<file path="src/hw/rtl/assert_macros.svh">
// Assertion macros shared by the RTL of the MIDI encoder.
// Depends on nothing; the bodies are empty when SYNTH is defined.
`ifndef ASSERT_MACROS_SVH
`define ASSERT_MACROS_SVH
`ifndef SYNTH
`define SCM_ASSERT(lbl, clk, rst_n, prop) \
  lbl: assert property (@(posedge clk) disable iff (!rst_n) prop) \
    else $error("scm assertion failed");
`define SCM_NEVER(lbl, clk, rst_n, cond) \
  lbl: assert property (@(posedge clk) disable iff (!rst_n) !(cond)) \
    else $error("scm forbidden condition seen");
`else
`define SCM_ASSERT(lbl, clk, rst_n, prop)
`define SCM_NEVER(lbl, clk, rst_n, cond)
`endif
`endif

</file>
<file path="src/hw/rtl/scm_pkg.sv">
// Types, codes and byte helpers of the sequence command to MIDI encoder.
// Depends on nothing.
package scm_pkg;

  typedef enum logic [2:0] {
    S_IDLE, S_DECODE, S_DIV, S_RET, S_DELTA, S_BODY, S_EMPTY
  } state_e;

  typedef enum logic [3:0] {
    EV_NOTE_OFF, EV_NOTE_ON, EV_BANK, EV_PROG, EV_RPN,
    EV_BEND, EV_CTRL, EV_TEMPO, EV_ALLOFF
  } event_e;

  // result status
  localparam logic [2:0] ST_CONT     = 3'd0;
  localparam logic [2:0] ST_REDIRECT = 3'd1;
  localparam logic [2:0] ST_FINISH   = 3'd2;
  localparam logic [2:0] ST_UNKNOWN  = 3'd3;
  localparam logic [2:0] ST_ERROR    = 3'd4;

  // sequence commands
  localparam logic [7:0] CMD_WAIT8  = 8'h80;
  localparam logic [7:0] CMD_WAIT16 = 8'h88;
  localparam logic [7:0] CMD_WAIT28 = 8'hF0;
  localparam logic [7:0] CMD_CALL   = 8'hC3;
  localparam logic [7:0] CMD_RET    = 8'hC5;
  localparam logic [7:0] CMD_PROG   = 8'hE3;
  localparam logic [7:0] CMD_FX8    = 8'hB8;
  localparam logic [7:0] CMD_FX16   = 8'hB9;
  localparam logic [7:0] CMD_TEMPO  = 8'hE0;
  localparam logic [7:0] CMD_END    = 8'hFF;
  localparam logic [7:0] CMD_NOP_A  = 8'hC7;
  localparam logic [7:0] CMD_NOP_B  = 8'hC1;
  localparam logic [7:0] CMD_NOP_C  = 8'hD8;
  localparam logic [7:0] CMD_NOP_D  = 8'hE2;
  localparam logic [7:0] CMD_NOP_E  = 8'hF9;

  // effect types
  localparam logic [7:0] FX_VOLUME = 8'd0;
  localparam logic [7:0] FX_PITCH  = 8'd1;
  localparam logic [7:0] FX_REVERB = 8'd2;
  localparam logic [7:0] FX_PAN    = 8'd3;

  // MIDI bytes
  localparam logic [7:0] MIDI_NOTE_OFF = 8'h80;
  localparam logic [7:0] MIDI_NOTE_ON  = 8'h90;
  localparam logic [7:0] MIDI_CTRL     = 8'hB0;
  localparam logic [7:0] MIDI_PROG     = 8'hC0;
  localparam logic [7:0] MIDI_BEND     = 8'hE0;
  localparam logic [7:0] MIDI_META     = 8'hFF;
  localparam logic [7:0] META_TEMPO    = 8'h51;
  localparam logic [7:0] META_TEMPO_LEN = 8'h03;
  localparam logic [7:0] CC_BANK       = 8'h00;
  localparam logic [7:0] CC_VOLUME     = 8'h07;
  localparam logic [7:0] CC_REVERB     = 8'h5B;
  localparam logic [7:0] CC_PAN        = 8'h0A;
  localparam logic [7:0] CC_ALL_OFF    = 8'h7B;
  localparam logic [7:0] CC_RPN_LSB    = 8'h64;
  localparam logic [7:0] CC_RPN_MSB    = 8'h65;
  localparam logic [7:0] CC_DATA_MSB   = 8'h06;
  localparam logic [7:0] CC_DATA_LSB   = 8'h26;
  localparam logic [7:0] RPN_NULL      = 8'h7F;
  localparam logic [7:0] BEND_RANGE    = 8'h30;
  localparam logic [7:0] OFF_VELOCITY  = 8'h40;
  localparam logic [7:0] BANK_BASE     = 8'h16;
  localparam logic [13:0] BEND_CENTRE  = 14'h2000;
  localparam logic [25:0] USEC_PER_MIN = 26'd60000000;
  localparam logic [4:0]  DIV_LAST     = 5'd25;

  function automatic logic [4:0] body_len(event_e ev);
    logic [4:0] n;
    case (ev)
      EV_PROG:  n = 5'd2;
      EV_RPN:   n = 5'd23;
      EV_TEMPO: n = 5'd6;
      default:  n = 5'd3;
    endcase
    return n;
  endfunction

  // index of the most significant non-empty 7-bit group
  function automatic logic [2:0] vlq_top(logic [31:0] v);
    logic [2:0] t;
    if (v[31:28] != 4'd0)       t = 3'd4;
    else if (v[27:21] != 7'd0)  t = 3'd3;
    else if (v[20:14] != 7'd0)  t = 3'd2;
    else if (v[13:7] != 7'd0)   t = 3'd1;
    else                        t = 3'd0;
    return t;
  endfunction

  function automatic logic [7:0] vlq_byte(logic [31:0] v, logic [2:0] g);
    logic [6:0] b;
    case (g)
      3'd1:    b = v[13:7];
      3'd2:    b = v[20:14];
      3'd3:    b = v[27:21];
      3'd4:    b = {3'd0, v[31:28]};
      default: b = v[6:0];
    endcase
    return {(g != 3'd0), b};
  endfunction

  // pitch-bend range setup, s is the controller status of the channel
  function automatic logic [7:0] rpn_byte(logic [4:0] idx, logic [7:0] s);
    logic [7:0] b;
    case (idx)
      5'd0, 5'd4, 5'd8, 5'd12, 5'd16, 5'd20: b = s;
      5'd1, 5'd17: b = CC_RPN_LSB;
      5'd5, 5'd21: b = CC_RPN_MSB;
      5'd9:        b = CC_DATA_MSB;
      5'd10:       b = BEND_RANGE;
      5'd13:       b = CC_DATA_LSB;
      5'd18, 5'd22: b = RPN_NULL;
      default:     b = 8'h00;
    endcase
    return b;
  endfunction

endpackage

</file>
<file path="src/hw/rtl/scm_ram.sv">
// Generic single-port-write, registered-read RAM.
// Depends on nothing.
module scm_ram #(
  parameter int unsigned WIDTH  = 24,
  parameter int unsigned DEPTH  = 8,
  parameter int unsigned ADDR_W = (DEPTH > 1) ? $clog2(DEPTH) : 1
) (
  input  logic              clk_i,
  input  logic              we_i,
  input  logic [ADDR_W-1:0] waddr_i,
  input  logic [WIDTH-1:0]  wdata_i,
  input  logic              re_i,
  input  logic [ADDR_W-1:0] raddr_i,
  output logic [WIDTH-1:0]  rdata_o
);
  logic [WIDTH-1:0] mem_q [DEPTH];
  logic [WIDTH-1:0] rdata_q;

  always_ff @(posedge clk_i) begin
    if (we_i) begin
      mem_q[waddr_i] <= wdata_i;
    end
    if (re_i) begin
      rdata_q <= mem_q[raddr_i];
    end
  end

  assign rdata_o = rdata_q;
endmodule

</file>
<file path="src/hw/rtl/sequence_command_to_midi_encoder_top.sv">
// Top level of the sequence command to MIDI byte encoder.
// Depends on scm_pkg, scm_ram and assert_macros.svh.
//
//  channel  | direction | tdata (low bit up)                          | tuser    | tlast
//  s_axis   | in        | command, arg_byte, operand, following_byte, | kind     | -
//           |           | return_address                              |          |
//  m_axis   | out       | out_byte, status, next_address              | has_byte | last
//
// A request is taken in an idle cycle and decoded in the next, then gives one
// MIDI byte a cycle while the output has room (up to 32); a tempo request first
// runs the restoring divider and a return first reads the return stack. A request
// with no bytes gives one empty result. Results leave through one output register,
// in the cycle after they are formed.
// Reset clears voices, timing, channel, channel count, pitch flag and stack count;
// the channel map and the return stack hold garbage until written. A stalled
// output holds the sequencer; s_axis_tready_o is high only while idle.
`include "assert_macros.svh"
module sequence_command_to_midi_encoder_top #(
  parameter int unsigned VOICES        = 8,
  parameter int unsigned CHANNEL_SLOTS = 16,
  parameter int unsigned STACK_DEPTH   = 8
) (
  input  logic        clk_i,
  input  logic        rst_ni,
  input  logic        s_axis_tvalid_i,
  output logic        s_axis_tready_o,
  // command[7:0] arg_byte[15:8] operand[43:16] following_byte[51:44]
  // return_address[75:52] zero[79:76]
  input  logic [79:0] s_axis_tdata_i,
  input  logic        s_axis_tuser_i,   // kind
  output logic        m_axis_tvalid_o,
  input  logic        m_axis_tready_i,
  // out_byte[7:0] status[10:8] next_address[34:11] zero[39:35]
  output logic [39:0] m_axis_tdata_o,
  output logic        m_axis_tuser_o,   // has_byte
  output logic        m_axis_tlast_o    // last
);
  localparam int unsigned VIW = (VOICES > 1) ? $clog2(VOICES) : 1;
  localparam int unsigned SIW = (CHANNEL_SLOTS > 1) ? $clog2(CHANNEL_SLOTS) : 1;
  localparam int unsigned CW  = $clog2(CHANNEL_SLOTS + 1);
  localparam int unsigned KAW = (STACK_DEPTH > 1) ? $clog2(STACK_DEPTH) : 1;
  localparam int unsigned KW  = $clog2(STACK_DEPTH + 1);

  // control state
  scm_pkg::state_e state_q, state_d;
  scm_pkg::event_e ev_q, ev_d, ev2_q, ev2_d;
  logic        has2_q, has2_d;
  logic [2:0]  grp_q, grp_d;
  logic [4:0]  idx_q, idx_d;
  logic [2:0]  status_q, status_d;
  logic [23:0] next_q, next_d;
  logic [6:0]  voice_q [VOICES];
  logic [6:0]  voice_d [VOICES];
  logic [31:0] delta_q, delta_d;
  logic [3:0]  chan_q, chan_d;
  logic [CW-1:0] chan_cnt_q, chan_cnt_d;
  logic        pitch_rdy_q, pitch_rdy_d;
  logic [KW-1:0] stk_cnt_q, stk_cnt_d;

  // payload
  logic [7:0]  prog_q [CHANNEL_SLOTS];
  logic [7:0]  prog_d [CHANNEL_SLOTS];
  logic        pflag_q [CHANNEL_SLOTS];
  logic        pflag_d [CHANNEL_SLOTS];
  logic        kind_q;
  logic [7:0]  cmd_q, arg_q, follow_q;
  logic [27:0] opnd_q;
  logic [23:0] ret_q;
  logic [6:0]  off_note_q, off_note_d;
  logic [25:0] dvd_q, dvd_d, quo_q, quo_d;
  logic [15:0] rem_q, rem_d;
  logic [4:0]  dcnt_q, dcnt_d;

  // output register
  logic        ovld_q, ovld_d;
  logic [7:0]  obyte_q, obyte_d;
  logic        ohas_q, ohas_d, olast_q, olast_d;
  logic [2:0]  ostat_q, ostat_d;
  logic [23:0] onext_q, onext_d;

  logic accept, room, emit, e_has, e_last;
  logic [7:0] e_byte;

  // searches
  logic hit_found, free_found, ch_found;
  logic [VIW-1:0] hit_idx, free_idx;
  logic [SIW-1:0] ch_idx;
  logic [6:0] voice_mod [VOICES];
  logic [3:0] voff;

  // stack RAM
  logic stk_we, stk_re;
  logic [KW-1:0] stk_dec;
  logic [23:0] stk_rdata;

  // body byte helpers
  logic [15:0] fx_val;
  logic [16:0] bend_adj;
  logic [16:0] bend_q17;
  logic [13:0] bend;
  logic [7:0]  cc_sel;
  logic        cc_ok;
  logic [7:0]  body_byte;
  logic [16:0] div_trial;

  assign s_axis_tready_o = (state_q == scm_pkg::S_IDLE);
  assign accept  = s_axis_tvalid_i & s_axis_tready_o;
  assign room    = ~ovld_q | m_axis_tready_i;
  assign stk_dec = stk_cnt_q - 1'b1;
  assign voff    = {1'b0, cmd_q[2:0]} - 4'd1;

  // Voice searches: retrigger hit first, then free slot on the updated set.
  always_comb begin
    hit_found = 1'b0;
    hit_idx   = '0;
    for (int v = 0; v < VOICES; v++) begin
      if (!hit_found && voice_q[v] == cmd_q[6:0]) begin
        hit_found = 1'b1;
        hit_idx   = VIW'(v);
      end
    end
    for (int v = 0; v < VOICES; v++) begin
      voice_mod[v] = (hit_found && hit_idx == VIW'(v)) ? 7'd0 : voice_q[v];
    end
    free_found = 1'b0;
    free_idx   = '0;
    for (int v = 0; v < VOICES; v++) begin
      if (!free_found && voice_mod[v] == 7'd0) begin
        free_found = 1'b1;
        free_idx   = VIW'(v);
      end
    end
  end

  // Channel map search over the slots in use, skipping pitch-marked ones.
  always_comb begin
    ch_found = 1'b0;
    ch_idx   = '0;
    for (int i = 0; i < CHANNEL_SLOTS; i++) begin
      if (!ch_found && i < int'(chan_cnt_q) && prog_q[i] == arg_q && !pflag_q[i]) begin
        ch_found = 1'b1;
        ch_idx   = SIW'(i);
      end
    end
  end

  // Effect value and pitch-bend word: divide by four towards zero, recentre.
  always_comb begin
    fx_val   = (cmd_q == scm_pkg::CMD_FX8) ? {{8{opnd_q[7]}}, opnd_q[7:0]} : opnd_q[15:0];
    bend_adj = {fx_val[15], fx_val} + (fx_val[15] ? 17'd3 : 17'd0);
    bend_q17 = 17'($signed(bend_adj) >>> 2);
    // the quotient never exceeds the centre, so the centre is always added
    bend     = bend_q17[13:0] + scm_pkg::BEND_CENTRE;
    cc_ok    = 1'b1;
    case (arg_q)
      scm_pkg::FX_VOLUME: cc_sel = scm_pkg::CC_VOLUME;
      scm_pkg::FX_REVERB: cc_sel = scm_pkg::CC_REVERB;
      scm_pkg::FX_PAN:    cc_sel = scm_pkg::CC_PAN;
      default: begin
        cc_sel = scm_pkg::CC_VOLUME;
        cc_ok  = 1'b0;
      end
    endcase
  end

  // Byte idx_q of the current event after its delta.
  always_comb begin
    body_byte = 8'h00;
    case (ev_q)
      scm_pkg::EV_NOTE_OFF: begin
        case (idx_q)
          5'd0:    body_byte = scm_pkg::MIDI_NOTE_OFF | {4'h0, chan_q};
          5'd1:    body_byte = {1'b0, off_note_q};
          default: body_byte = scm_pkg::OFF_VELOCITY;
        endcase
      end
      scm_pkg::EV_NOTE_ON: begin
        case (idx_q)
          5'd0:    body_byte = scm_pkg::MIDI_NOTE_ON | {4'h0, chan_q};
          5'd1:    body_byte = {1'b0, cmd_q[6:0]};
          default: body_byte = arg_q;
        endcase
      end
      scm_pkg::EV_BANK: begin
        case (idx_q)
          5'd0:    body_byte = scm_pkg::MIDI_CTRL | {4'h0, chan_q};
          5'd1:    body_byte = scm_pkg::CC_BANK;
          default: body_byte = {7'd0, arg_q[7]} + scm_pkg::BANK_BASE;
        endcase
      end
      scm_pkg::EV_PROG: begin
        case (idx_q)
          5'd0:    body_byte = scm_pkg::MIDI_PROG | {4'h0, chan_q};
          default: body_byte = {1'b0, arg_q[6:0]};
        endcase
      end
      scm_pkg::EV_RPN: begin
        body_byte = scm_pkg::rpn_byte(idx_q, scm_pkg::MIDI_CTRL | {4'h0, chan_q});
      end
      scm_pkg::EV_BEND: begin
        case (idx_q)
          5'd0:    body_byte = scm_pkg::MIDI_BEND | {4'h0, chan_q};
          5'd1:    body_byte = {1'b0, bend[6:0]};
          default: body_byte = {1'b0, bend[13:7]};
        endcase
      end
      scm_pkg::EV_CTRL: begin
        case (idx_q)
          5'd0:    body_byte = scm_pkg::MIDI_CTRL | {4'h0, chan_q};
          5'd1:    body_byte = cc_sel;
          default: body_byte = opnd_q[7:0];
        endcase
      end
      scm_pkg::EV_TEMPO: begin
        case (idx_q)
          5'd0:    body_byte = scm_pkg::MIDI_META;
          5'd1:    body_byte = scm_pkg::META_TEMPO;
          5'd2:    body_byte = scm_pkg::META_TEMPO_LEN;
          5'd3:    body_byte = quo_q[23:16];
          5'd4:    body_byte = quo_q[15:8];
          default: body_byte = quo_q[7:0];
        endcase
      end
      scm_pkg::EV_ALLOFF: begin
        case (idx_q)
          5'd0:    body_byte = scm_pkg::MIDI_CTRL | {4'h0, chan_q};
          5'd1:    body_byte = scm_pkg::CC_ALL_OFF;
          default: body_byte = 8'h00;
        endcase
      end
      default: body_byte = 8'h00;
    endcase
  end

  assign div_trial = {rem_q, dvd_q[25]};

  // Sequencer: next state and all register updates.
  always_comb begin
    state_d     = state_q;
    ev_d        = ev_q;
    ev2_d       = ev2_q;
    has2_d      = has2_q;
    grp_d       = grp_q;
    idx_d       = idx_q;
    status_d    = status_q;
    next_d      = next_q;
    voice_d     = voice_q;
    delta_d     = delta_q;
    chan_d      = chan_q;
    chan_cnt_d  = chan_cnt_q;
    pitch_rdy_d = pitch_rdy_q;
    stk_cnt_d   = stk_cnt_q;
    prog_d      = prog_q;
    pflag_d     = pflag_q;
    off_note_d  = off_note_q;
    dvd_d       = dvd_q;
    quo_d       = quo_q;
    rem_d       = rem_q;
    dcnt_d      = dcnt_q;
    stk_we      = 1'b0;
    stk_re      = 1'b0;
    emit        = 1'b0;
    e_has       = 1'b1;
    e_byte      = 8'h00;
    e_last      = 1'b0;

    case (state_q)
      scm_pkg::S_IDLE: begin
        if (accept) begin
          state_d  = scm_pkg::S_DECODE;
          status_d = scm_pkg::ST_CONT;
          next_d   = '0;
          has2_d   = 1'b0;
          idx_d    = '0;
        end
      end

      scm_pkg::S_DECODE: begin
        state_d = scm_pkg::S_EMPTY;
        grp_d   = scm_pkg::vlq_top(delta_q);
        if (kind_q) begin
          ev_d        = scm_pkg::EV_ALLOFF;
          state_d     = scm_pkg::S_DELTA;
          pitch_rdy_d = 1'b0;
        end else if (!cmd_q[7]) begin
          // note-on: turn off a sounding copy first, then take a free voice
          if (hit_found) begin
            voice_d[hit_idx] = 7'd0;
            off_note_d = cmd_q[6:0];
            ev_d       = scm_pkg::EV_NOTE_OFF;
            state_d    = scm_pkg::S_DELTA;
            if (free_found) begin
              ev2_d  = scm_pkg::EV_NOTE_ON;
              has2_d = 1'b1;
            end
          end else if (free_found) begin
            ev_d    = scm_pkg::EV_NOTE_ON;
            state_d = scm_pkg::S_DELTA;
          end
          if (free_found) begin
            voice_d[free_idx] = cmd_q[6:0];
          end
        end else if (cmd_q == scm_pkg::CMD_WAIT8) begin
          delta_d = delta_q + {24'd0, opnd_q[7:0]};
        end else if (cmd_q < scm_pkg::CMD_WAIT16) begin
          if (int'(cmd_q[2:0]) <= VOICES) begin
            off_note_d = voice_q[voff[VIW-1:0]];
            voice_d[voff[VIW-1:0]] = 7'd0;
            ev_d    = scm_pkg::EV_NOTE_OFF;
            state_d = scm_pkg::S_DELTA;
          end
        end else begin
          case (cmd_q)
            scm_pkg::CMD_WAIT16: delta_d = delta_q + {16'd0, opnd_q[15:0]};
            scm_pkg::CMD_WAIT28: delta_d = delta_q + {4'd0, opnd_q};
            scm_pkg::CMD_NOP_A, scm_pkg::CMD_NOP_B, scm_pkg::CMD_NOP_C,
            scm_pkg::CMD_NOP_D, scm_pkg::CMD_NOP_E: begin
            end
            scm_pkg::CMD_CALL: begin
              if (stk_cnt_q >= KW'(STACK_DEPTH)) begin
                status_d = scm_pkg::ST_ERROR;
              end else begin
                stk_we    = 1'b1;
                stk_cnt_d = stk_cnt_q + 1'b1;
                status_d  = scm_pkg::ST_REDIRECT;
                next_d    = opnd_q[23:0];
              end
            end
            scm_pkg::CMD_RET: begin
              if (stk_cnt_q != '0) begin
                stk_re    = 1'b1;
                stk_cnt_d = stk_dec;
                status_d  = scm_pkg::ST_REDIRECT;
                state_d   = scm_pkg::S_RET;
              end
            end
            scm_pkg::CMD_PROG: begin
              if (follow_q != scm_pkg::CMD_PROG) begin
                if (ch_found) begin
                  chan_d  = 4'(ch_idx);
                  ev_d    = scm_pkg::EV_BANK;
                  ev2_d   = scm_pkg::EV_PROG;
                  has2_d  = 1'b1;
                  state_d = scm_pkg::S_DELTA;
                end else if (chan_cnt_q >= CW'(CHANNEL_SLOTS)) begin
                  status_d = scm_pkg::ST_ERROR;
                end else begin
                  prog_d[chan_cnt_q[SIW-1:0]]  = arg_q;
                  pflag_d[chan_cnt_q[SIW-1:0]] = 1'b0;
                  chan_cnt_d = chan_cnt_q + 1'b1;
                  chan_d     = 4'(chan_cnt_q[SIW-1:0]);
                  ev_d       = scm_pkg::EV_BANK;
                  ev2_d      = scm_pkg::EV_PROG;
                  has2_d     = 1'b1;
                  state_d    = scm_pkg::S_DELTA;
                end
              end
            end
            scm_pkg::CMD_FX8, scm_pkg::CMD_FX16: begin
              if (arg_q == scm_pkg::FX_PITCH) begin
                state_d = scm_pkg::S_DELTA;
                if (!pitch_rdy_q) begin
                  ev_d        = scm_pkg::EV_RPN;
                  ev2_d       = scm_pkg::EV_BEND;
                  has2_d      = 1'b1;
                  pitch_rdy_d = 1'b1;
                  if (int'(chan_q) < int'(chan_cnt_q)) begin
                    pflag_d[chan_q[SIW-1:0]] = 1'b1;
                  end
                end else begin
                  ev_d = scm_pkg::EV_BEND;
                end
              end else if (cc_ok) begin
                ev_d    = scm_pkg::EV_CTRL;
                state_d = scm_pkg::S_DELTA;
              end
            end
            scm_pkg::CMD_TEMPO: begin
              if (opnd_q[15:0] == 16'd0) begin
                status_d = scm_pkg::ST_ERROR;
              end else begin
                dvd_d   = scm_pkg::USEC_PER_MIN;
                rem_d   = '0;
                quo_d   = '0;
                dcnt_d  = scm_pkg::DIV_LAST;
                ev_d    = scm_pkg::EV_TEMPO;
                state_d = scm_pkg::S_DIV;
              end
            end
            scm_pkg::CMD_END: status_d = scm_pkg::ST_FINISH;
            default:          status_d = scm_pkg::ST_UNKNOWN;
          endcase
        end
      end

      // one quotient bit a cycle, most significant first
      scm_pkg::S_DIV: begin
        dvd_d = {dvd_q[24:0], 1'b0};
        if (div_trial >= {1'b0, opnd_q[15:0]}) begin
          rem_d = 16'(div_trial - {1'b0, opnd_q[15:0]});
          quo_d = {quo_q[24:0], 1'b1};
        end else begin
          rem_d = div_trial[15:0];
          quo_d = {quo_q[24:0], 1'b0};
        end
        dcnt_d = dcnt_q - 1'b1;
        if (dcnt_q == 5'd0) begin
          state_d = scm_pkg::S_DELTA;
        end
      end

      scm_pkg::S_RET: begin
        next_d  = stk_rdata;
        state_d = scm_pkg::S_EMPTY;
      end

      scm_pkg::S_DELTA: begin
        if (room) begin
          emit   = 1'b1;
          e_byte = scm_pkg::vlq_byte(delta_q, grp_q);
          if (grp_q == 3'd0) begin
            delta_d = '0;
            idx_d   = '0;
            state_d = scm_pkg::S_BODY;
          end else begin
            grp_d = grp_q - 1'b1;
          end
        end
      end

      scm_pkg::S_BODY: begin
        if (room) begin
          emit   = 1'b1;
          e_byte = body_byte;
          if (idx_q == scm_pkg::body_len(ev_q) - 5'd1) begin
            e_last = ~has2_q;
            if (has2_q) begin
              ev_d    = ev2_q;
              has2_d  = 1'b0;
              grp_d   = scm_pkg::vlq_top(delta_q);
              state_d = scm_pkg::S_DELTA;
            end else begin
              state_d = scm_pkg::S_IDLE;
            end
          end else begin
            idx_d = idx_q + 1'b1;
          end
        end
      end

      scm_pkg::S_EMPTY: begin
        if (room) begin
          emit    = 1'b1;
          e_has   = 1'b0;
          e_last  = 1'b1;
          state_d = scm_pkg::S_IDLE;
        end
      end

      default: state_d = scm_pkg::S_IDLE;
    endcase
  end

  // Output register: drop on take, load on emit.
  always_comb begin
    ovld_d  = ovld_q & ~m_axis_tready_i;
    obyte_d = obyte_q;
    ohas_d  = ohas_q;
    olast_d = olast_q;
    ostat_d = ostat_q;
    onext_d = onext_q;
    if (emit) begin
      ovld_d  = 1'b1;
      obyte_d = e_byte;
      ohas_d  = e_has;
      olast_d = e_last;
      ostat_d = status_q;
      onext_d = next_q;
    end
  end

  always_ff @(posedge clk_i or negedge rst_ni) begin
    if (!rst_ni) begin
      state_q     <= scm_pkg::S_IDLE;
      ev_q        <= scm_pkg::EV_NOTE_OFF;
      ev2_q       <= scm_pkg::EV_NOTE_OFF;
      has2_q      <= 1'b0;
      grp_q       <= '0;
      idx_q       <= '0;
      status_q    <= scm_pkg::ST_CONT;
      next_q      <= '0;
      voice_q     <= '{default: 7'd0};
      delta_q     <= '0;
      chan_q      <= '0;
      chan_cnt_q  <= '0;
      pitch_rdy_q <= 1'b0;
      stk_cnt_q   <= '0;
      dcnt_q      <= '0;
      ovld_q      <= 1'b0;
    end else begin
      state_q     <= state_d;
      ev_q        <= ev_d;
      ev2_q       <= ev2_d;
      has2_q      <= has2_d;
      grp_q       <= grp_d;
      idx_q       <= idx_d;
      status_q    <= status_d;
      next_q      <= next_d;
      voice_q     <= voice_d;
      delta_q     <= delta_d;
      chan_q      <= chan_d;
      chan_cnt_q  <= chan_cnt_d;
      pitch_rdy_q <= pitch_rdy_d;
      stk_cnt_q   <= stk_cnt_d;
      dcnt_q      <= dcnt_d;
      ovld_q      <= ovld_d;
    end
  end

  always_ff @(posedge clk_i) begin
    if (accept) begin
      kind_q   <= s_axis_tuser_i;
      cmd_q    <= s_axis_tdata_i[7:0];
      arg_q    <= s_axis_tdata_i[15:8];
      opnd_q   <= s_axis_tdata_i[43:16];
      follow_q <= s_axis_tdata_i[51:44];
      ret_q    <= s_axis_tdata_i[75:52];
    end
    prog_q     <= prog_d;
    pflag_q    <= pflag_d;
    off_note_q <= off_note_d;
    dvd_q      <= dvd_d;
    quo_q      <= quo_d;
    rem_q      <= rem_d;
    obyte_q    <= obyte_d;
    ohas_q     <= ohas_d;
    olast_q    <= olast_d;
    ostat_q    <= ostat_d;
    onext_q    <= onext_d;
  end

  scm_ram #(
    .WIDTH (24),
    .DEPTH (STACK_DEPTH)
  ) u_stack (
    .clk_i   (clk_i),
    .we_i    (stk_we),
    .waddr_i (stk_cnt_q[KAW-1:0]),
    .wdata_i (ret_q),
    .re_i    (stk_re),
    .raddr_i (stk_dec[KAW-1:0]),
    .rdata_o (stk_rdata)
  );

  assign m_axis_tvalid_o = ovld_q;
  assign m_axis_tdata_o  = {5'd0, onext_q, ostat_q, obyte_q};
  assign m_axis_tuser_o  = ohas_q;
  assign m_axis_tlast_o  = olast_q;

  `SCM_NEVER(a_stack_bound, clk_i, rst_ni, stk_cnt_q > KW'(STACK_DEPTH))
  `SCM_NEVER(a_chan_bound, clk_i, rst_ni, chan_cnt_q > CW'(CHANNEL_SLOTS))
  `SCM_ASSERT(a_body_idx, clk_i, rst_ni, (state_q == scm_pkg::S_BODY) |-> (idx_q < scm_pkg::body_len(ev_q)))
  `SCM_ASSERT(a_delta_grp, clk_i, rst_ni, (state_q == scm_pkg::S_DELTA) |-> (grp_q <= 3'd4))
  `SCM_ASSERT(a_empty_last, clk_i, rst_ni, (ovld_q && !ohas_q) |-> olast_q)
endmodule
</file>
<file path="config.mk">
export PLATFORM = sky130hd
export DESIGN_NAME = sequence_command_to_midi_encoder_top
export DESIGN_NICKNAME = d
export VERILOG_FILES = /design/src/hw/rtl/scm_pkg.sv /design/src/hw/rtl/scm_ram.sv /design/src/hw/rtl/sequence_command_to_midi_encoder_top.sv
export VERILOG_INCLUDE_DIRS = /design/src /design/src/hw/rtl
export SDC_FILE = /design/constraint.sdc
export NUM_CORES = 1
export LEC_CHECK = 0
export BUFFER_PORTS_ARGS = -buffer_cell sky130_fd_sc_hd__buf_2
export CORE_AREA = 2 2 295 297
export DETAILED_ROUTE_END_ITERATION = 6
export DIE_AREA = 0 0 297 299
export GPL_TIMING_DRIVEN = 0
export PLACE_DENSITY_LB_ADDON = 0.2
export SLEW_MARGIN = 25
export SYNTH_ARGS = -nofsm -noshare
export SYNTH_HDL_FRONTEND = slang
export SYNTH_SLANG_ARGS = --single-unit
</file>
<file path="constraint.sdc">
create_clock -name clk_i -period 7.74 [get_ports clk_i]
set_input_delay 0 -clock clk_i [delete_from_list [all_inputs] [get_ports clk_i]]
set_output_delay 0 -clock clk_i [all_outputs]
set_load 0.01 [all_outputs]
</file>
Word-level counts from Yosys, hierarchy flattened:

Memory sizes are Yosys's and may differ from the RTL's. A register that Yosys moved wholly into a read port is not among the register bits.
Cells that the tools add are included.

* add/subtract/negate cells: 15
* magnitude comparators: 31
* equal/unequal tests: 146
* multiplexer cells: 302
* bitwise operators: 23
* reduce and logical (&&, ||, !) cells: 181

Operator list (number)
* 56-bit two-way mux: 8
* 24-bit two-way mux: 13
* 16-bit two-way mux: 14
* 32-bit two-way mux: 6
* 4-bit two-way mux: 42
* 26-bit two-way mux: 6
* 128-bit bitwise mux: 1
* 8-bit equality test: 16
* 32-bit case mux with 2 select lines: 2
* 3-bit two-way mux: 41
* 8-bit equality test (second input constant): 15
* 7-bit two-way mux: 17
* 56-bit bitwise AND: 2
* 56-bit inverter: 2
* 8-bit case mux with 2 select lines: 7
* 1-bit two-way mux: 83
* 1-bit logical AND: 74
* 24-bit case mux with 3 select lines: 1
* 8-bit case mux with 9 select lines: 1
* 5-bit two-way mux: 13
* 16-bit case mux with 2 select lines: 2
* 7-bit demux with 3-bit select: 3
* 2-bit inequality test (second input constant): 31
* 56-bit bitwise mux: 1
* 101 further kinds: 297

* register bits after elaboration: 486
* bits in writable memories: 192
* input bits: 85
* output and inout port bits: 44
* word-level logic and storage cells: 769
* memories: 1

Memory list
* u_stack.mem_q: words 8, bits a word 24, read ports 1, clocked after memory_dff 1, write ports 1, RTL line scm_ram.sv:16 `logic [WIDTH-1:0] mem_q [DEPTH];`

Logic depth before layout (Yosys ltp):

* depth after elaboration: 87
* mapped depth: 20
* gate-level depth less buffers: 16

Hierarchy:

Synthesis repeated with hierarchy kept, for this count alone.

* cells, all modules: 2712
* area total of the unflattened synthesis: 33751.1 um^2

Modules (own cells, without submodules)
* sequence_command_to_midi_encoder_top: times used 1, cells an instance 2398, area an instance 25713.4 um^2, seq. area each 13553.0 um^2
* scm_ram: times used 1, cells an instance 314, area an instance 8037.7 um^2, seq. area each 6486.2 um^2

Worst setup path before layout:

Ideal clock, no wire load.

* path type: register to register
* start: reg state_q[0]
* end: reg status_q[0]
* library setup time: 136 ps
* data arrival time: 6712 ps
* required time: 7604 ps
* setup slack: 892 ps
* cell stages (with the launch flop): 7
* path buffers: 0
* period minus slack after synthesis: 6848 ps
* cells stage by stage: dfrtp_1 -> inv_1 -> nand2_1 -> nor3_1 -> nor2b_1 -> a311oi_1 -> o22ai_1

* cells in the longest elaborated chain, start to end: 4
* elaborated cells between the ends (all ways): 17
* classes of those cells: eq/ne: 12; mux: 1; bitwise: 1; reduce/logical: 3

Ends and longest elaborated chain
* start, declared: RTL line sequence_command_to_midi_encoder_top.sv:45 `scm_pkg::state_e state_q, state_d;`
* start signal, assigned: RTL line sequence_command_to_midi_encoder_top.sv:484 `state_q <= scm_pkg::S_IDLE;`
* start signal, assigned: RTL line sequence_command_to_midi_encoder_top.sv:501 `state_q <= state_d;`
* 3-bit zero test: RTL line sequence_command_to_midi_encoder_top.sv:106 `assign s_axis_tready_o = (state_q == scm_pkg::S_IDLE);`
* 1-bit bitwise AND: RTL line sequence_command_to_midi_encoder_top.sv:107 `assign accept = s_axis_tvalid_i & s_axis_tready_o;`
* via accept: RTL line sequence_command_to_midi_encoder_top.sv:81 `logic accept, room, emit, e_has, e_last;`
* 2-bit by 1-bit inequality test with 1-bit output (no source line)
* 12-bit AND reduction (no source line)
* end signal, assigned: RTL line sequence_command_to_midi_encoder_top.sv:490 `status_q <= scm_pkg::ST_CONT;`
* end signal, assigned: RTL line sequence_command_to_midi_encoder_top.sv:507 `status_q <= status_d;`
* end, declared: RTL line sequence_command_to_midi_encoder_top.sv:50 `logic [2:0] status_q, status_d;`

The timed path passes the listed nets, and every way through them passes these cells.
A chain may end at the register's enable or synchronous reset.

Worst setup path after layout:

* start: reg cmd_q[0]
* end: reg delta_q[31]

* cells in the longest elaborated chain, start to end: 7
* elaborated cells between the ends (all ways): 13
* classes of those cells: order compare: 1; eq/ne: 5; mux: 6; reduce/logical: 1

Ends and longest elaborated chain
* start, declared: RTL line sequence_command_to_midi_encoder_top.sv:66 `logic [7:0] cmd_q, arg_q, follow_q;`
* start signal, assigned: RTL line sequence_command_to_midi_encoder_top.sv:523 `cmd_q <= s_axis_tdata_i[7:0];`
* 8-bit equality test: RTL line sequence_command_to_midi_encoder_top.sv:313 `case (cmd_q)`
* 32-bit case mux with 2 select lines: RTL line sequence_command_to_midi_encoder_top.sv:313
* 32-bit two-way mux: RTL line sequence_command_to_midi_encoder_top.sv:305 `end else if (cmd_q < scm_pkg::CMD_WAIT16) begin`
* 32-bit two-way mux: RTL line sequence_command_to_midi_encoder_top.sv:303 `end else if (cmd_q == scm_pkg::CMD_WAIT8) begin`
* 32-bit two-way mux: RTL line sequence_command_to_midi_encoder_top.sv:285 `end else if (!cmd_q[7]) begin`
* 32-bit two-way mux: RTL line sequence_command_to_midi_encoder_top.sv:281 `if (kind_q) begin`
* 32-bit case mux with 2 select lines: RTL line sequence_command_to_midi_encoder_top.sv:267 `case (state_q)`
* end signal, assigned: RTL line sequence_command_to_midi_encoder_top.sv:510 `delta_q <= delta_d;`
* end, declared: RTL line sequence_command_to_midi_encoder_top.sv:54 `logic [31:0] delta_q, delta_d;`

Several ways; a longest one is shown, not always the timed one. The select of a mux whose other input is x is not followed.

==> run_results.csv <==
group,metric,value,unit
pwr,ir_drop,0.2216,mV
global_routing,use_met3,3.519,%
min_path,hold_path_class,"input pin to flip-flop",
clock_network,cts_htree_levels,3,
drt,ant_nets,0,
placement,dpl.cell_count,4035,
pwr,power_switching,4.032,mW
clock_network,cts_tree,"built",
pwr,seqPwrFrac,41.9,%
timing,relSlewSlack,31.74,%
die,initial_utilization,39.53,%
setup_path,criticalPathCategory,"flip-flop to flip-flop",
timing,fin_skew,44.97,ps
placement,hpwl,70880,um
pwr,power.leakage,14.53,nW
timing,period_minus_slack,6734,ps
timing,tightest_slew,1016,ps
setup_path,slowest_stage,"nor3_1",
setup_path,crit_path_max_incr_delay,860,ps
synthesis,ys.flop_type,"edfxtp_1",
global_routing,met1_usage,30.66,%
clock_network,cts_inserted_buffers,76,
placement,place_area,36660,um^2
synthesis,synth.distinct_cells,92,
synthesis,yosys-top-cells-area,"edfxtp_1 48%, dfrtp_1 11%, mux4_2 3.9%",
setup_path,required,8270,ps
timing,clock.fmax,148.5,MHz
final_layout,postLayoutCellArea,40050,um^2
setup_path,crit_path_start_kind,"flip-flop",
setup_path,crit_fanout,11,
timing,timing.final.hold_violations,0,
drt,route.detailed.drc,8,
setup_path,arrival,7270,ps
global_routing,met2_usage,35.49,%
global_routing,grt_pass1_wl,150400,um
die,ios,129,
clock_network,cts_root_buffer,"clkbuf_16",
clock_network,post_cts_resized,0,
die,core_area,85940,um^2
die,die_w,297,um
setup_path,path_buf_inv,4,
synthesis,synth-edff-count,539,
drt,firstDrtPassIters,7,
synthesis,yosys.area.top_type,"edfxtp_1",
clock_network,cts.path.max_buffers,3,
clock_network,cts.reportedPaths.clkPinSlew,60,ps
pwr,netSwitchingFraction,33.96,%
drt,vias_per_cell,5.749,
drt,num_vias,24472,
synthesis,synthArstFlopShare,22.22,%
final_layout,area_growth,17.87,%
final_layout,layout.cells.non_filler,4257,
synthesis,synth_seq_cells,693,
synthesis,yosysTopAreaCellShare,47.64,%
placement,place_congestion,0.9230,
clock_network,clock_sinks,693,
run_status,status,"finished with violations",
clock_network,cts_setup_buffers,0,
global_routing,grt_max_degree,81,
synthesis,syn_area_per_cell,12.47,um^2
timing,drv_slew,0,
drt,drt_wl_total,99240,um
pwr,power_frac_clock,31.1,%
synthesis,synth.top_cells.by_count,"539 x edfxtp_1, 216 x nand2_1, 157 x a21oi_1",
pwr,p_int,7.842,mW
setup_path,end_kind,"flip-flop",
final_layout,nets,3194,
placement,numPortBuffers,119,
clock_network,clk_latency,650,ps
die,dieArea,88800,um^2
die,fp.dieH,299,um
synthesis,synthCells,2724,
synthesis,syn_area,33980,um^2
drt,drtIter0Drc,2358,
pwr,power_density,296.5,nW/um^2
pwr,pwr-share-comb,27.0,%
flow_run,max_cap_violations,0,
global_routing,grt.overflow.total,0,
timing,setup_viol,0,
global_routing,busiest_layer,"met2",
pwr,total_power,11.87,mW
synthesis,ys_seq_area_share,58.98,%
global_routing,grt_pass1_vias,24172,
setup_path,crit_family,"simple AND/OR/NAND/NOR gates",
run_status,violations,"DRC",
drt,wire_per_inst,23.31,um
setup_path,path_cells,"buf_6, inv_1, clkbuf_1, ha_1, nor2b_1, nand3_1, nor3_1, clkbuf_1, and2_1, ha_1, nand3_1, nor3_1, nand2_1, o21ai_0, a211oi_1, o31a_1, or4b_2, o21ai_0",
timing,rsz0062_at_grt,"false",
die,placementRows,108,
global_routing,grtUsageTotal,22.07,%
synthesis,yosysMostFrequentCell,"edfxtp_1",
final_layout,drive_gt1_share,14.55,%
synthesis,yosysWarnings,0,
timing,fin_crit_sh,87.01,%
global_routing,antenna_found_initial,7,
==> path summary, 6_finish.rpt <==
path,from,endpoint,slack [ps],cells after the start
worst min register to register,next_q[5]$_DFFE_PN0P_,onext_q[5]$_DFFE_PP_,430,0
worst min-delay path,s_axis_tdata_i[70],ret_q[18]$_DFFE_PP_,60,2
worst max register to register,cmd_q[0]$_DFFE_PP_,delta_q[31]$_DFFE_PN0P_,1010,18
max in group asynchronous,rst_ni,delta_q[30]$_DFFE_PN0P_,6310,5
min in group asynchronous,rst_ni,chan_cnt_q[2]$_DFFE_PN0P_,560,4
worst max-delay path,cmd_q[0]$_DFFE_PP_,delta_q[31]$_DFFE_PN0P_,1010,18
==> flip-flops by register name, indices dropped and copies added (netlist names), 28 cells and up <==
name and cells:
prog_q 128, delta_q 32, voice_q 56, u_stack.mem_q 192
opnd_q 28
==> power groups by stage <==
stage | Sequential [mW] | Combinational (mW) | Clock, mW
2_1_floorplan | 4.90 | 2.06 | 0
6_report | 4.97 | 3.21 | 3.70
3_5_place_dp | 5.03 | 3.12 | 0
4_1_cts | 4.97 | 3.16 | 3.77
5_1_grt | 5.01 | 3.48 | 3.93
3_3_place_gp | 5.08 | 2.99 | 0
==> per-stage QoR <==
stage	utilization [%]	hold slack [ps]	TNS, ps	setup WS [ps]
2_1_floorplan	-	-295.6	0	891.6
4_1_cts	46.56	23.90	0	1080
5_1_grt	46.59	45.22	0	645.5
3_3_place_gp	41.92	176.4	-323580	-3832
3_5_place_dp	42.66	32.79	0	1075
6_report	46.60	55.14	0	1006
==> kinds of logic after synthesis <==
logic type	share of synthesized area, %
AO/OA/AOI/OAI	12.06
XOR/XNOR	6.106
adder cells (fa/ha/maj)	2.659
buffers and inverters	2.876
flip-flops	58.98
multiplexers	5.719
other	0.01104
AND/OR/NAND/NOR	11.59
==> cells in the final DEF (no fill, tap or decap), types with 16 or more instances in the layout <==
cell and instances:
a31oi_1 32, a211oi_1 25, and2_1 30, edfxtp_1 539, dlygate4sd3_1 80, nor3_1 64, buf_2 131, buf_4 38
a32o_1 23, nand4_1 29, nand3_1 64, a21oi_1 155, nand2_1 216, mux2i_1 31, o21ai_0 115, clkinv_2 16
a21o_1 17, and3_1 42, xnor2_1 91, dfrtp_1 154, nand2b_1 29, mux4_2 59, nor4_1 48, ha_1 69
xor2_1 143, clkbuf_1 124, nor2_1 145, clkbuf_16 76, nor2b_1 25, mux2_2 27, inv_1 64, a22o_1 57
o31ai_1 31
==> layer usage <==
metal	up-vias	part of all wire [%]
li1	11024	-
met1	12311	44
met2	958	47
met3	177	6.6
met4	2	2.8
met5	-	0.011
==> layout make-up <==
cell class / count / area (um^2)
antenna: 3 / 7.507
buffer: 157 / 735.7
clock buffer: 99 / 2028
clock inverter: 40 / 524.3
fill: 7781 / 45900
inverter: 65 / 244.0
multi-input combinational: 1813 / 13130
sequential: 693 / 20040
tap: 1155 / 1445
timing repair buffer: 232 / 1893
==> timing repair <==
action,CTS,global route
hold endpoints to repair,233,0
hold buffers,80,0
setup endpoints to repair,0,0
Note: power is estimated with default switching activity, not from simulation.
